File: config.mk
export PLATFORM = sky130hd
export DESIGN_NAME = telnet_stream_deframer_top
export DESIGN_NICKNAME = d
export VERILOG_FILES = /design/src/rtl/core/tsdf_pkg.sv /design/src/rtl/core/tsdf_parser.sv /design/src/rtl/core/tsdf_emitter.sv /design/src/rtl/core/telnet_stream_deframer_top.sv
export SDC_FILE = /design/constraint.sdc
export NUM_CORES = 1
export LEC_CHECK = 0
export ABC_AREA = 1
export BUFFER_PORTS_ARGS = -buffer_cell sky130_fd_sc_hd__buf_2
export CORE_MARGIN = 2
export CORE_UTILIZATION = 40
export CTS_CLUSTER_DIAMETER = 150
export DETAILED_ROUTE_END_ITERATION = 10
export GPL_ROUTABILITY_DRIVEN = 1
export PLACE_DENSITY = 0.62
export SLEW_MARGIN = 20
export SYNTH_ARGS = -nofsm -noshare
export SYNTH_HDL_FRONTEND = slang
export SYNTH_SLANG_ARGS = --single-unit
File: constraint.sdc
create_clock -name i_clk -period 4 [get_ports i_clk]
set_input_delay 0.6 -clock i_clk [delete_from_list [all_inputs] [get_ports i_clk]]
set_output_delay 0.6 -clock i_clk [all_outputs]
set_load 0.01 [all_outputs]
File: src/rtl/core/tsdf_pkg.sv
// tsdf_pkg: types, codes and constants shared by the telnet stream deframer
// used by tsdf_parser, tsdf_emitter and telnet_stream_deframer_top
`timescale 1ns / 1ps
`default_nettype none

package tsdf_pkg;

    // telnet command bytes
    localparam logic [7:0] TN_IAC  = 8'd255;
    localparam logic [7:0] TN_DONT = 8'd254;
    localparam logic [7:0] TN_DO   = 8'd253;
    localparam logic [7:0] TN_WONT = 8'd252;
    localparam logic [7:0] TN_WILL = 8'd251;
    localparam logic [7:0] TN_SB   = 8'd250;
    localparam logic [7:0] TN_GA   = 8'd249;
    localparam logic [7:0] TN_SE   = 8'd240;
    localparam logic [7:0] TN_EOR  = 8'd239;

    // option codes
    localparam logic [7:0] OPT_BINARY  = 8'd0;
    localparam logic [7:0] OPT_SGA     = 8'd3;
    localparam logic [7:0] OPT_TTYPE   = 8'd24;
    localparam logic [7:0] OPT_EOR     = 8'd25;
    localparam logic [7:0] OPT_NAWS    = 8'd31;
    localparam logic [7:0] OPT_CHARSET = 8'd42;
    localparam logic [7:0] OPT_GMCP    = 8'd201;

    // subnegotiation codes
    localparam logic [7:0] SUB_REQUEST  = 8'd1;
    localparam logic [7:0] SUB_SEND     = 8'd1;
    localparam logic [7:0] SUB_ACCEPTED = 8'd2;

    // plain characters
    localparam logic [7:0] CH_NUL = 8'd0;
    localparam logic [7:0] CH_LF  = 8'd10;
    localparam logic [7:0] CH_CR  = 8'd13;

    localparam int unsigned TOKEN_LEN = 5;

    typedef enum logic [3:0] {
        KIND_DATA      = 4'd0,
        KIND_LINE_END  = 4'd1,
        KIND_PROMPT    = 4'd2,
        KIND_REPLY     = 4'd3,
        KIND_GMCP_BYTE = 4'd4,
        KIND_GMCP_END  = 4'd5,
        KIND_NAWS      = 4'd6,
        KIND_GMCP_HELLO = 4'd7,
        KIND_TTYPE     = 4'd8,
        KIND_UTF8      = 4'd9
    } t_kind;

    typedef enum logic [1:0] {
        MODE_ONE     = 2'd0,
        MODE_REPLY   = 2'd1,
        MODE_CHARSET = 2'd2
    } t_mode;

    // one accepted byte's results, described compactly
    typedef struct packed {
        logic                        valid;
        t_mode                       mode;
        t_kind                       kind;   // single word kind, or trailing event of a reply
        logic                        tail;   // reply carries a trailing event
        logic [7:0]                  value;  // single word byte, or reply option
        logic [7:0]                  cmd;    // reply command byte
        logic [TOKEN_LEN-1:0][7:0]   spell;  // charset name as received
    } t_burst;

    // uppercase spelling of the charset name, one letter per position
    function automatic logic [7:0] utf8_char(input logic [2:0] pos);
        logic [7:0] ch;
        case (pos)
            3'd0:    ch = 8'h55;
            3'd1:    ch = 8'h54;
            3'd2:    ch = 8'h46;
            3'd3:    ch = 8'h2d;
            3'd4:    ch = 8'h38;
            default: ch = 8'h00;
        endcase
        return ch;
    endfunction

endpackage

`default_nettype wire

File: src/rtl/core/tsdf_parser.sv
// tsdf_parser: telnet parse state, negotiation and charset matching
// depends on tsdf_pkg; hands one result descriptor per accepted word to tsdf_emitter
`timescale 1ns / 1ps
`default_nettype none

module tsdf_parser
    import tsdf_pkg::*;
(
    input  wire logic       i_clk,
    input  wire logic       i_rst_n,
    input  wire logic       i_take,
    input  wire logic [7:0] i_byte,
    input  wire logic       i_restart,
    input  wire logic       i_cfg_we,
    input  wire logic       i_cfg_data,
    output t_burst          o_burst
);

    typedef enum logic [13:0] {
        ST_NORMAL   = 14'b00000000000001,
        ST_IAC      = 14'b00000000000010,
        ST_WILL     = 14'b00000000000100,
        ST_DO       = 14'b00000000001000,
        ST_NEG_SKIP = 14'b00000000010000,
        ST_SB       = 14'b00000000100000,
        ST_SB_SKIP  = 14'b00000001000000,
        ST_SB_IAC   = 14'b00000010000000,
        ST_GMCP     = 14'b00000100000000,
        ST_GMCP_IAC = 14'b00001000000000,
        ST_CS       = 14'b00010000000000,
        ST_CS_LIST  = 14'b00100000000000,
        ST_CS_IAC   = 14'b01000000000000,
        ST_TTYPE    = 14'b10000000000000
    } t_state;

    t_state r_state, n_state;
    logic   r_accept;
    logic   r_naws, n_naws;
    logic   r_line, n_line;
    logic   r_have_sep, n_have_sep;
    logic   [2:0] r_tpos, n_tpos;
    logic   r_tmatch, n_tmatch;
    logic   r_found, n_found;
    logic   [7:0] r_sep, n_sep;
    logic   [TOKEN_LEN-1:0][7:0] r_tspell, n_tspell;
    logic   [TOKEN_LEN-1:0][7:0] r_fspell, n_fspell;

    logic   [7:0] c;
    logic   [7:0] upper;
    logic   close_hit;
    t_burst b;

    assign c         = i_byte;
    assign upper     = (c >= 8'h61 && c <= 8'h7a) ? (c - 8'd32) : c;
    assign close_hit = r_tmatch && (r_tpos == 3'(TOKEN_LEN)) && !r_found && r_accept;

    always_comb begin
        n_state    = r_state;
        n_naws     = r_naws;
        n_line     = r_line;
        n_have_sep = r_have_sep;
        n_tpos     = r_tpos;
        n_tmatch   = r_tmatch;
        n_found    = r_found;
        n_sep      = r_sep;
        n_tspell   = r_tspell;
        n_fspell   = r_fspell;
        b          = '0;
        b.mode     = MODE_ONE;
        b.kind     = KIND_DATA;
        b.spell    = r_fspell;

        if (i_restart) begin
            n_state = ST_NORMAL;
            n_line  = 1'b0;
        end else begin
            case (r_state)
                ST_NORMAL: begin
                    if (c == CH_NUL || c == CH_CR) begin
                        n_state = ST_NORMAL;
                    end else if (c == TN_IAC) begin
                        n_state = ST_IAC;
                    end else if (c == CH_LF) begin
                        b.valid = 1'b1;
                        b.kind  = KIND_LINE_END;
                        n_line  = 1'b0;
                    end else begin
                        b.valid = 1'b1;
                        b.kind  = KIND_DATA;
                        b.value = c;
                        n_line  = 1'b1;
                    end
                end
                ST_IAC: begin
                    n_state = ST_NORMAL;
                    if (c == TN_GA || c == TN_EOR) begin
                        b.valid = r_line;
                        b.kind  = KIND_PROMPT;
                    end else if (c == TN_DONT || c == TN_WONT) begin
                        n_state = ST_NEG_SKIP;
                    end else if (c == TN_DO) begin
                        n_state = ST_DO;
                    end else if (c == TN_WILL) begin
                        n_state = ST_WILL;
                    end else if (c == TN_IAC) begin
                        b.valid = 1'b1;
                        b.kind  = KIND_DATA;
                        b.value = TN_IAC;
                        n_line  = 1'b1;
                    end else if (c == TN_SB) begin
                        n_state = ST_SB;
                    end
                end
                ST_WILL: begin
                    n_state = ST_NORMAL;
                    b.mode  = MODE_REPLY;
                    b.value = c;
                    if (c == OPT_BINARY || c == OPT_CHARSET || c == OPT_EOR) begin
                        b.valid = 1'b1;
                        b.cmd   = TN_DO;
                    end else if (c == OPT_SGA) begin
                        b.valid = 1'b1;
                        b.cmd   = TN_DONT;
                    end else if (c == OPT_GMCP) begin
                        b.valid = 1'b1;
                        b.cmd   = TN_DO;
                        b.tail  = 1'b1;
                        b.kind  = KIND_GMCP_HELLO;
                    end
                end
                ST_DO: begin
                    n_state = ST_NORMAL;
                    b.mode  = MODE_REPLY;
                    b.value = c;
                    if (c == OPT_BINARY || c == OPT_CHARSET || c == OPT_TTYPE) begin
                        b.valid = 1'b1;
                        b.cmd   = TN_WILL;
                    end else if (c == OPT_NAWS) begin
                        if (!r_naws) begin
                            n_naws  = 1'b1;
                            b.valid = 1'b1;
                            b.cmd   = TN_WILL;
                            b.tail  = 1'b1;
                            b.kind  = KIND_NAWS;
                        end
                    end else begin
                        b.valid = 1'b1;
                        b.cmd   = TN_WONT;
                    end
                end
                ST_NEG_SKIP: begin
                    n_state = ST_NORMAL;
                end
                ST_SB: begin
                    if (c == OPT_CHARSET) begin
                        n_state = ST_CS;
                    end else if (c == OPT_TTYPE) begin
                        n_state = ST_TTYPE;
                    end else if (c == TN_IAC) begin
                        n_state = ST_SB_IAC;
                    end else if (c == OPT_GMCP) begin
                        n_state = ST_GMCP;
                    end else begin
                        n_state = ST_SB_SKIP;
                    end
                end
                ST_SB_SKIP: begin
                    if (c == TN_IAC) begin
                        n_state = ST_SB_IAC;
                    end
                end
                ST_SB_IAC: begin
                    n_state = ST_NORMAL;
                end
                ST_GMCP: begin
                    if (c == TN_IAC) begin
                        n_state = ST_GMCP_IAC;
                    end else begin
                        b.valid = 1'b1;
                        b.kind  = KIND_GMCP_BYTE;
                        b.value = c;
                    end
                end
                ST_GMCP_IAC: begin
                    n_state = ST_NORMAL;
                    if (c == TN_SE) begin
                        b.valid = 1'b1;
                        b.kind  = KIND_GMCP_END;
                    end
                end
                ST_CS: begin
                    if (c == SUB_REQUEST) begin
                        n_state    = ST_CS_LIST;
                        n_have_sep = 1'b0;
                        n_tpos     = '0;
                        n_tmatch   = 1'b1;
                        n_found    = 1'b0;
                    end else begin
                        n_state = ST_NORMAL;
                    end
                end
                ST_CS_LIST: begin
                    if (c == TN_IAC) begin
                        n_state = ST_CS_IAC;
                    end else if (!r_have_sep) begin
                        n_sep      = c;
                        n_have_sep = 1'b1;
                    end else if (c == r_sep) begin
                        if (close_hit) begin
                            n_found  = 1'b1;
                            n_fspell = r_tspell;
                        end
                        n_tpos   = '0;
                        n_tmatch = 1'b1;
                    end else if (r_tpos < 3'(TOKEN_LEN) && upper == utf8_char(r_tpos)) begin
                        for (int i = 0; i < TOKEN_LEN; i++) begin
                            if (r_tpos == 3'(i)) begin
                                n_tspell[i] = c;
                            end
                        end
                        n_tpos = r_tpos + 3'd1;
                    end else begin
                        n_tmatch = 1'b0;
                    end
                end
                ST_CS_IAC: begin
                    n_state = ST_NORMAL;
                    if (c == TN_SE && r_have_sep) begin
                        if (close_hit) begin
                            n_found  = 1'b1;
                            n_fspell = r_tspell;
                        end
                        n_tpos   = '0;
                        n_tmatch = 1'b1;
                        b.valid  = r_found || close_hit;
                        b.mode   = MODE_CHARSET;
                        b.kind   = KIND_UTF8;
                        b.spell  = close_hit ? r_tspell : r_fspell;
                    end
                end
                ST_TTYPE: begin
                    if (c == SUB_SEND) begin
                        b.valid = 1'b1;
                        b.kind  = KIND_TTYPE;
                        n_state = ST_SB_SKIP;
                    end else begin
                        n_state = ST_NORMAL;
                    end
                end
                default: begin
                    n_state = ST_NORMAL;
                end
            endcase
        end
    end

    assign o_burst = '{valid: b.valid && i_take, mode: b.mode, kind: b.kind, tail: b.tail,
                       value: b.value, cmd: b.cmd, spell: b.spell};

    always_ff @(posedge i_clk) begin
        if (!i_rst_n) begin
            r_state    <= ST_NORMAL;
            r_accept   <= 1'b1;
            r_naws     <= 1'b0;
            r_line     <= 1'b0;
            r_have_sep <= 1'b0;
            r_tpos     <= '0;
            r_tmatch   <= 1'b1;
            r_found    <= 1'b0;
        end else begin
            if (i_cfg_we) begin
                r_accept <= i_cfg_data;
            end
            if (i_take) begin
                r_state    <= n_state;
                r_naws     <= n_naws;
                r_line     <= n_line;
                r_have_sep <= n_have_sep;
                r_tpos     <= n_tpos;
                r_tmatch   <= n_tmatch;
                r_found    <= n_found;
            end
        end
    end

    // payload, defined before any read
    always_ff @(posedge i_clk) begin
        if (i_take) begin
            r_sep    <= n_sep;
            r_tspell <= n_tspell;
            r_fspell <= n_fspell;
        end
    end

    a_tpos_range: assert property (@(posedge i_clk) disable iff (!i_rst_n)
        r_tpos <= 3'(TOKEN_LEN))
        else $error("token position past name length");

    a_found_needs_match: assert property (@(posedge i_clk) disable iff (!i_rst_n)
        (i_take && !i_restart && r_state == ST_CS_LIST && close_hit && r_have_sep
         && c == r_sep) |=> r_found)
        else $error("matched name not recorded");

endmodule

`default_nettype wire

File: src/rtl/core/tsdf_emitter.sv
// tsdf_emitter: output register that plays one descriptor out as result words
// depends on tsdf_pkg; fed by tsdf_parser
`timescale 1ns / 1ps
`default_nettype none

module tsdf_emitter
    import tsdf_pkg::*;
(
    input  wire logic       i_clk,
    input  wire logic       i_rst_n,
    input  wire t_burst     i_burst,
    output logic            o_in_ready,
    output logic            o_valid,
    input  wire logic       i_ready,
    output logic [3:0]      o_kind,
    output logic [7:0]      o_value,
    output logic            o_last
);

    logic       r_busy;
    logic [3:0] r_idx;
    t_burst     r_burst;
    logic [3:0] last_idx;
    logic       word_done;
    t_kind      kind;

    always_comb begin
        case (r_burst.mode)
            MODE_ONE:     last_idx = 4'd0;
            MODE_REPLY:   last_idx = r_burst.tail ? 4'd3 : 4'd2;
            MODE_CHARSET: last_idx = 4'd11;
            default:      last_idx = 4'd0;
        endcase
    end

    assign o_valid    = r_busy;
    assign o_last     = (r_idx == last_idx);
    assign word_done  = r_busy && i_ready;
    assign o_in_ready = !r_busy || (i_ready && o_last);
    assign o_kind     = kind;

    always_comb begin
        kind    = KIND_REPLY;
        o_value = '0;
        case (r_burst.mode)
            MODE_ONE: begin
                kind = r_burst.kind;
                if (r_burst.kind == KIND_DATA || r_burst.kind == KIND_GMCP_BYTE) begin
                    o_value = r_burst.value;
                end
            end
            MODE_REPLY: begin
                case (r_idx)
                    4'd0:    o_value = TN_IAC;
                    4'd1:    o_value = r_burst.cmd;
                    4'd2:    o_value = r_burst.value;
                    default: kind = r_burst.kind;
                endcase
            end
            MODE_CHARSET: begin
                case (r_idx)
                    4'd0:    o_value = TN_IAC;
                    4'd1:    o_value = TN_SB;
                    4'd2:    o_value = OPT_CHARSET;
                    4'd3:    o_value = SUB_ACCEPTED;
                    4'd4:    o_value = r_burst.spell[0];
                    4'd5:    o_value = r_burst.spell[1];
                    4'd6:    o_value = r_burst.spell[2];
                    4'd7:    o_value = r_burst.spell[3];
                    4'd8:    o_value = r_burst.spell[4];
                    4'd9:    o_value = TN_IAC;
                    4'd10:   o_value = TN_SE;
                    default: kind = KIND_UTF8;
                endcase
            end
            default: kind = KIND_REPLY;
        endcase
    end

    always_ff @(posedge i_clk) begin
        if (!i_rst_n) begin
            r_busy <= 1'b0;
            r_idx  <= '0;
        end else if (i_burst.valid) begin
            r_busy <= 1'b1;
            r_idx  <= '0;
        end else if (word_done) begin
            if (o_last) begin
                r_busy <= 1'b0;
                r_idx  <= '0;
            end else begin
                r_idx <= r_idx + 4'd1;
            end
        end
    end

    always_ff @(posedge i_clk) begin
        if (i_burst.valid) begin
            r_burst <= i_burst;
        end
    end

    a_idx_bound: assert property (@(posedge i_clk) disable iff (!i_rst_n)
        r_busy |-> (r_idx <= last_idx))
        else $error("word index past end of burst");

    a_hold_input: assert property (@(posedge i_clk) disable iff (!i_rst_n)
        (r_busy && !o_last) |-> !o_in_ready)
        else $error("input taken while a burst is mid-way");

    a_drain: assert property (@(posedge i_clk) disable iff (!i_rst_n)
        (word_done && o_last && !i_burst.valid) |=> !r_busy)
        else $error("output still valid after last word");

    a_no_overwrite: assert property (@(posedge i_clk) disable iff (!i_rst_n)
        i_burst.valid |-> o_in_ready)
        else $error("descriptor loaded over unfinished burst");

endmodule

`default_nettype wire

File: src/rtl/core/telnet_stream_deframer_top.sv
// Telnet stream deframer: takes one received byte per word and returns data, line,
// prompt, negotiation-reply and subnegotiation events. A plain byte stream runs at
// one word per clock while the output is not stalled. A byte that gives n events
// (3 or 4 for a negotiation reply, 12 for a charset reply) holds the single output
// register until its last word leaves, and input is accepted again in the cycle
// its last word leaves. The accept_utf8 register is written on the cfg channel.
// depends on tsdf_pkg, tsdf_parser, tsdf_emitter
`timescale 1ns / 1ps
`default_nettype none

module telnet_stream_deframer_top
    import tsdf_pkg::*;
(
    input  wire logic       i_clk,
    input  wire logic       i_rst_n,
    input  wire logic       s_axis_tvalid,
    output logic            s_axis_tready,
    input  wire logic [7:0] s_axis_tdata,   // byte_in
    input  wire logic       s_axis_tuser,   // restart
    output logic            m_axis_tvalid,
    input  wire logic       m_axis_tready,
    output logic [7:0]      m_axis_tdata,   // byte_value
    output logic [3:0]      m_axis_tuser,   // event_kind
    output logic            m_axis_tlast,   // last
    input  wire logic       i_cfg_valid,
    output logic            o_cfg_ready,
    input  wire logic       i_cfg_data      // accept_utf8
);

    logic   take;
    t_burst burst;

    assign take        = s_axis_tvalid && s_axis_tready;
    assign o_cfg_ready = 1'b1;

    tsdf_parser u_parser (
        .i_clk      (i_clk),
        .i_rst_n    (i_rst_n),
        .i_take     (take),
        .i_byte     (s_axis_tdata),
        .i_restart  (s_axis_tuser),
        .i_cfg_we   (i_cfg_valid && o_cfg_ready),
        .i_cfg_data (i_cfg_data),
        .o_burst    (burst)
    );

    tsdf_emitter u_emitter (
        .i_clk      (i_clk),
        .i_rst_n    (i_rst_n),
        .i_burst    (burst),
        .o_in_ready (s_axis_tready),
        .o_valid    (m_axis_tvalid),
        .i_ready    (m_axis_tready),
        .o_kind     (m_axis_tuser),
        .o_value    (m_axis_tdata),
        .o_last     (m_axis_tlast)
    );

endmodule

`default_nettype wire

# Yosys cells after proc, flatten, opt, wreduce, memory -nomap -nowiden
# Index checks and enable logic that the tools add are counted.
# totals
regBits	179
# classes
n_bitwise	6
n_reduce_logical	52
addsub	3
n_mux	130
n_eq_ne	69
order_cmp	3
# op_table
op	n
$mux 40	6
$mux 14	14
$mux 8	22
$pmux 14 s8	1
$eq 8x8->1 const B	10
$pmux 40 s2	1
$pmux 8 s10	1
$mux 64	1
$reduce_and 8->1	8
$pmux 8 s3	2
$mux 1	42
$pmux 7 s5	1
$mux 4	8
$pmux 4 s8	1
$pmux 8 s4	1
$eq 8x5->1 const B	3
$mux 3	8
$eq 4x3->1 const B	5
$mux 5	4
$reduce_and 5->1	4
$ne 3x3->1 const B	6
$eq 8x4->1 const B	2
$eq 8x8->1	2
$pmux 8 s2	1
other kinds (63)	109

# Logic depth before layout (Yosys ltp)
# logic_depth
depth_word	14
depth_mapped	15
ltp_nobuf	15

# Cells and area by module
# A second synthesis with hierarchy kept.
# unflattened
hier_cells	1214
area_unflattened_um2	10137.2
# modules_own_cells
module	instances	area_per_inst_um2	cells_per_inst
tsdf_parser	1	6834.1	881
tsdf_emitter	1	3284.4	329
telnet_stream_deframer_top	1	18.8	4

# Least setup slack after synthesis
# Ideal clock, no wire load.
# synth_path
kind	reg-to-reg
startpoint	register u_emitter.r_burst[61] (netlist bit)
endpoint	register u_parser.r_fspell[0] (netlist bit), enable pin
setup_time_ps	437
path_slack_ps	359
arrival_ps	3204
n_path_buf	0
stages_incl_launch_ff	11
period_less_slack_ps	3641
cell_sequence	edfxtp_1 inv_1 ha_1 inv_1 nand2_1 nand3_1 nor2_1 nand4_1 nand2_1 nand3_1 nor2_1
# synth_between
elab_chain_len	7
word_cells_on_any_way	8
classes_between	3 x eq/ne; 1 x mux; 4 x reduce/logical
# synth_lines
element	line_no	source
start: declaration	tsdf_emitter.sv:22	t_burst r_burst;
start signal: assignment	tsdf_emitter.sv:99	r_burst <= i_burst;
$eq 2x2->1 / $eq 2x1->1 (equally long branches)	tsdf_emitter.sv:28	case (r_burst.mode)
$pmux 4 s2 *	tsdf_emitter.sv:28	
$eq 4x4->1 *	tsdf_emitter.sv:37	assign o_last = (r_idx == last_idx);
$logic_and 1x1->1 *	tsdf_emitter.sv:39	assign o_in_ready = !r_busy || (i_ready && o_last);
$logic_or 1x1->1 *	tsdf_emitter.sv:39	
named net s_axis_tready	telnet_stream_deframer_top.sv:17	output logic s_axis_tready,
$logic_and 1x1->1 *	telnet_stream_deframer_top.sv:33	assign take = s_axis_tvalid && s_axis_tready;
$reduce_and 6->1 (no line) *	n/a	
end signal: assignment	tsdf_parser.sv:291	r_fspell <= n_fspell;
end: declaration	tsdf_parser.sv:46	logic [TOKEN_LEN-1:0][7:0] r_fspell, n_fspell;
# Mark *: on every way through the listed nets, which the timed path passes. The rest lies on a longest branch.
# A chain may end at the register's enable or synchronous reset.

# Worst setup path after layout
# layout_path
startpoint	register u_emitter.r_idx[1]
endpoint	output m_axis_tdata[7]
# layout_between
elab_chain_len	4
word_cells_on_any_way	15
classes_between	10 x eq/ne; 3 x mux; 2 x reduce/logical
# layout_lines
element	line_no	source
start: declaration	tsdf_emitter.sv:21	logic [3:0] r_idx;
start signal: assignment	tsdf_emitter.sv:92	r_idx <= r_idx + 4'd1;
$eq 4x4->1 / $logic_not 4->1 (equally long branches)	tsdf_emitter.sv:61, tsdf_emitter.sv:53	
$reduce_or 2->1 (no line)	n/a	
$pmux 8 s10	tsdf_emitter.sv:61	case (r_idx)
$pmux 8 s3 *	tsdf_emitter.sv:45	case (r_burst.mode)
end: declaration	telnet_stream_deframer_top.sv:22	output logic [7:0] m_axis_tdata,
# Mark *: on every way between the ends. The rest lies on a longest branch, timed or not.

==> qor.log <==
[floorplan] width of the chip 161.7 um
[floorplan] Ports 31
[placement] PortBufs 29
[detailed_routing] Detailed Route WL 27.17 mm
[worst_hold_path] worst hold path startpoint i_cfg_valid
[run] max-cap violation count 0
[synth] fraction of synthesized cell area taken by the top area cell type 44.38%
[cells_and_area] number of nets in the layout 1233
[pwr] Int Pwr 3005 uW
[floorplan] area of the placeable core 0.02439 sq mm
[placement] HPWL reported at the end of detailed placement 20.13 mm
[cells_and_area] share of cells above drive strength 1 11.26%
[clock_tree] clock tree from TritonCTS yes
[synth] EDFF count, synth 147
[floorplan] std cell rows 57
[clock_tree] count of instances resized after the clock tree is built 0
[global_route] Congestion Overflow GR 0
[worst_hold_path] worst min-delay path category in -> reg
[critical_path] Worst R2R Setup Slack 0.78 ns
[pwr] Combinational Power Share 9.3%
[cells_and_area] Util after Layout 45.11%
[timing] f_max 303.4 MHz
[synth] proportion of synthesized flip-flops having asynchronous set or reset 0%
[pwr] clock network power share 40.5%
[clock_tree] Root Buffer Master sky130_fd_sc_hd__clkbuf_16
[timing] final hold vios 0
[clock_tree] quantity of hold-fixing buffers added after cts 0
[timing] Max Slew Vio Count 0
[worst_hold_path] number of cells on the worst hold path 2
[synth] Yosys reg bits 175
[global_route] GR Util All Layers 20.96%
[pwr] Net Sw Power 1050 uW
[synth] number of library cell types mapped by synthesis 48
[critical_path] startpoint-to-endpoint class of the critical path reg -> out
[clock_tree] number of buffers added for setup after CTS 0
[critical_path] capture instance of the worst register-to-register path u_parser.r_tspell[27]
[timing] final hold slack 0.3679 ns
[synth] synth warn 0
[critical_path] beginning of the worst register-to-register path u_emitter.r_burst[61]
[synth] mapped cell area 0.009946 sq mm
[synth] sequential element share of the synthesized area 50.02%
[synth] leading post-synthesis cells by cell area sky130_fd_sc_hd__edfxtp_1, sky130_fd_sc_hd__nand2_1, sky130_fd_sc_hd__dfxtp_1, sky130_fd_sc_hd__inv_1, sky130_fd_sc_hd__o21ai_0
[timing] unrepaired setup endpoints after global routing no
[floorplan] die boundary height 161.7 um
[synth] biggest area consumer among synthesized cells sky130_fd_sc_hd__edfxtp_1
[global_route] number of antenna violations at the first check in global routing 0
[timing] aggregate negative setup slack 0 ns
[floorplan] DIE AREA 0.02614 sq mm
[clock_tree] number of sinks on the clock net 175
[worst_hold_path] capture endpoint of the worst hold path u_parser.r_accept
[pwr] static leakage 0.004278 uW
[floorplan] effective utilization at floorplan 40.78%
[timing] shortest period the worst path allows 3.296 ns
[clock_tree] number of CTS-inserted buffers 17
[critical_path] crit end category primary output
[clock_tree] CTS HTree Levels 4
[cells_and_area] ant diodes 0
[global_route] largest net degree at the start of global routing 41
[cells_and_area] Syn-to-layout area delta 10.63%
[timing] Tightest Pin Transition 0.8699 ns
[clock_tree] worst skew pair latency 0.42 ns
[run_status] outcome complete, no violations
[detailed_routing] DRC violation count after routing 0
[detailed_routing] via/cell ratio 5.487
[clock_tree] buffer levels on the longest clock path 2
[pwr] maximum ir drop on the vdd rail 0.0002895 V
[synth] cell with the most instances after synthesis sky130_fd_sc_hd__nand2_1
[critical_path] data required time at the worst endpoint 3.40 ns
[detailed_routing] DR pass1 iterations 6
[pwr] Sw Ratio 25.90%
[timing] Worst Clk Skew 0.007752 ns
[clock_tree] post-CTS clock slew at the launch and capture registers of the worst setup and hold paths 0.07 ns
[synth] dominant synthesized flop cell sky130_fd_sc_hd__edfxtp_1
[timing] worst max-slew margin expressed relative to the limit 41.47%
[detailed_routing] Routed wire per std cell 17.63 um
[critical_path] Arr. time, crit path 2.70 ns
[global_route] number of global-route vias before repair 7591
[synth] Synthesized Nets 1210
[synth] Post-Synthesis Cells 1181
[synth] Mean Syn Cell Area 8.421 sq um
[detailed_routing] Starting DRT DRC Count 949
[cells_and_area] number of filler cells placed in the layout 2409
[critical_path] critical path startpoint category flip-flop
[detailed_routing] antenna viol nets, final 0
[synth] commonest cells in the netlist sky130_fd_sc_hd__nand2_1, sky130_fd_sc_hd__edfxtp_1, sky130_fd_sc_hd__inv_1, sky130_fd_sc_hd__nor2_1, sky130_fd_sc_hd__o21ai_0
[placement] GPL Wtd Cong 0.9354
[timing] count of endpoints failing setup in the final report 0
[pwr] P per Cell Area 368.6 mW/mm^2
[pwr] part of the total power dissipated in sequential elements 50.2%
[critical_path] peak fanout along the critical path 5
[global_route] wire length of the first global-routing pass 42.49 mm
[timing] crit share post-route 82.41%
[critical_path] cell count of the worst reg-to-reg path 13
[detailed_routing] via count 8455
state kept, by name, indices dropped and copies added (netlist names):
signal / cells
u_emitter.r_burst: 59
u_parser.r_fspell: 40
u_parser.r_tspell: 40
u_parser.r_state: 14
u_parser.r_sep: 8
u_emitter.r_idx: 4
u_parser.r_tpos: 3
u_emitter.o_valid: 1
u_parser.r_accept: 1
u_parser.r_found: 1
u_parser.r_have_sep: 1
u_parser.r_line: 1
u_parser.r_naws: 1
u_parser.r_tmatch: 1
worst max-delay path, cell delays in order, from the launching register on:
cell and delay, ns:
sky130_fd_sc_hd__dfxtp_1 0.41, sky130_fd_sc_hd__inv_1 0.12, sky130_fd_sc_hd__ha_1 0.19, sky130_fd_sc_hd__inv_1 0.16, sky130_fd_sc_hd__o22ai_1 0.23, sky130_fd_sc_hd__a31oi_1 0.39
sky130_fd_sc_hd__and2_1 0.26, sky130_fd_sc_hd__nand4_1 0.14, sky130_fd_sc_hd__a21oi_1 0.17, sky130_fd_sc_hd__nor2_1 0.06, sky130_fd_sc_hd__buf_2 0.15
final cells by class:
| type | count | area, sq um | share of cell area, % |
|---|---|---|---|
| Timing Repair Buffer | 47 | 305.3 | 2.775 |
| Inverter | 148 | 558.0 | 5.072 |
| Clock inverter | 14 | 150.1 | 1.365 |
| Sequential cell | 175 | 4975 | 45.21 |
| Clock buffer | 18 | 429.2 | 3.900 |
| Multi-Input combinational cell | 815 | 4180 | 37.99 |
| Tap cell | 324 | 405.4 | 3.684 |
cell usage in the layout (no fill, tap or decap), drive strengths merged, types with 28 or more instances in the layout:
master | synthesis | layout
inv | 144 | 151
buf | 27 | 47
nand4 | 33 | 33
o22ai | 39 | 39
o21ai | 83 | 83
dfxtp | 28 | 28
nand3 | 65 | 65
a21oi | 55 | 55
nor2 | 115 | 115
nand2 | 301 | 301
edfxtp | 147 | 147
cells by family after synthesis:
group                      after synthesis  synth area share (%)
adders and majority gates               14                 1.761
and+or+nand+nor                        546                 24.54
muxes                                    4                0.4026
other                                    1               0.03770
xor gates and xnor gates                10                0.8806
DFF                                    175                 50.02
AOI/OAI and AO/OA                      240                 14.30
buffers and inverters                  191                 8.051
power by group through the flow:
stage / Combinational, uW / Clock, uW / Sequential (uW)
after global routing: 420 / 1730 / 2040
final: 376 / 1640 / 2040
after CTS: 372 / 1670 / 2040
after floorplan: 257 / 0 / 2070
after detailed placement: 371 / 0 / 2080
after global placement: 372 / 0 / 2080
layer usage:
metal | up-vias | share of wire (%) | track usage, %
li1 | 4104 | - | -
met1 | 3989 | 48 | 32.11
met2 | 337 | 43 | 30.89
met3 | 25 | 7.4 | 3.294
met4 | 0 | 1.4 | 5.551
met5 | - | 0 | 0
how the worst max path moves through the flow:
stage / start / to / slack, ns / cells after the start
after floorplan: u_emitter.r_burst[61] / u_parser.r_fspell[0] / 0.36 / 10
after global placement: s_axis_tdata[5] / u_parser.r_tspell[20] / 0.87 / 10
after detailed placement: u_emitter.r_burst[61] / u_parser.r_tspell[4] / 0.81 / 13
after CTS: u_emitter.r_idx[1] / m_axis_tdata[7] / 0.68 / 10
after global routing: u_emitter.r_idx[0] / m_axis_tdata[7] / 0.47 / 10
final: u_emitter.r_idx[1] / m_axis_tdata[7] / 0.70 / 10
per-stage QoR:
stage                     total power (uW)  instances  instance area, sq um  worst slack [ns]
after CTS                             4078       1541                 11000            0.6783
after floorplan                       2331       1181                  9946            0.3587
after global routing                  4196       1541                 11000            0.4687
final                                 4056       1541                 11000            0.7037
after detailed placement              2448       1509                 10420            0.8087
after global placement                2449       1509                 10420            0.8677
Power figures use the tool's default switching activity.
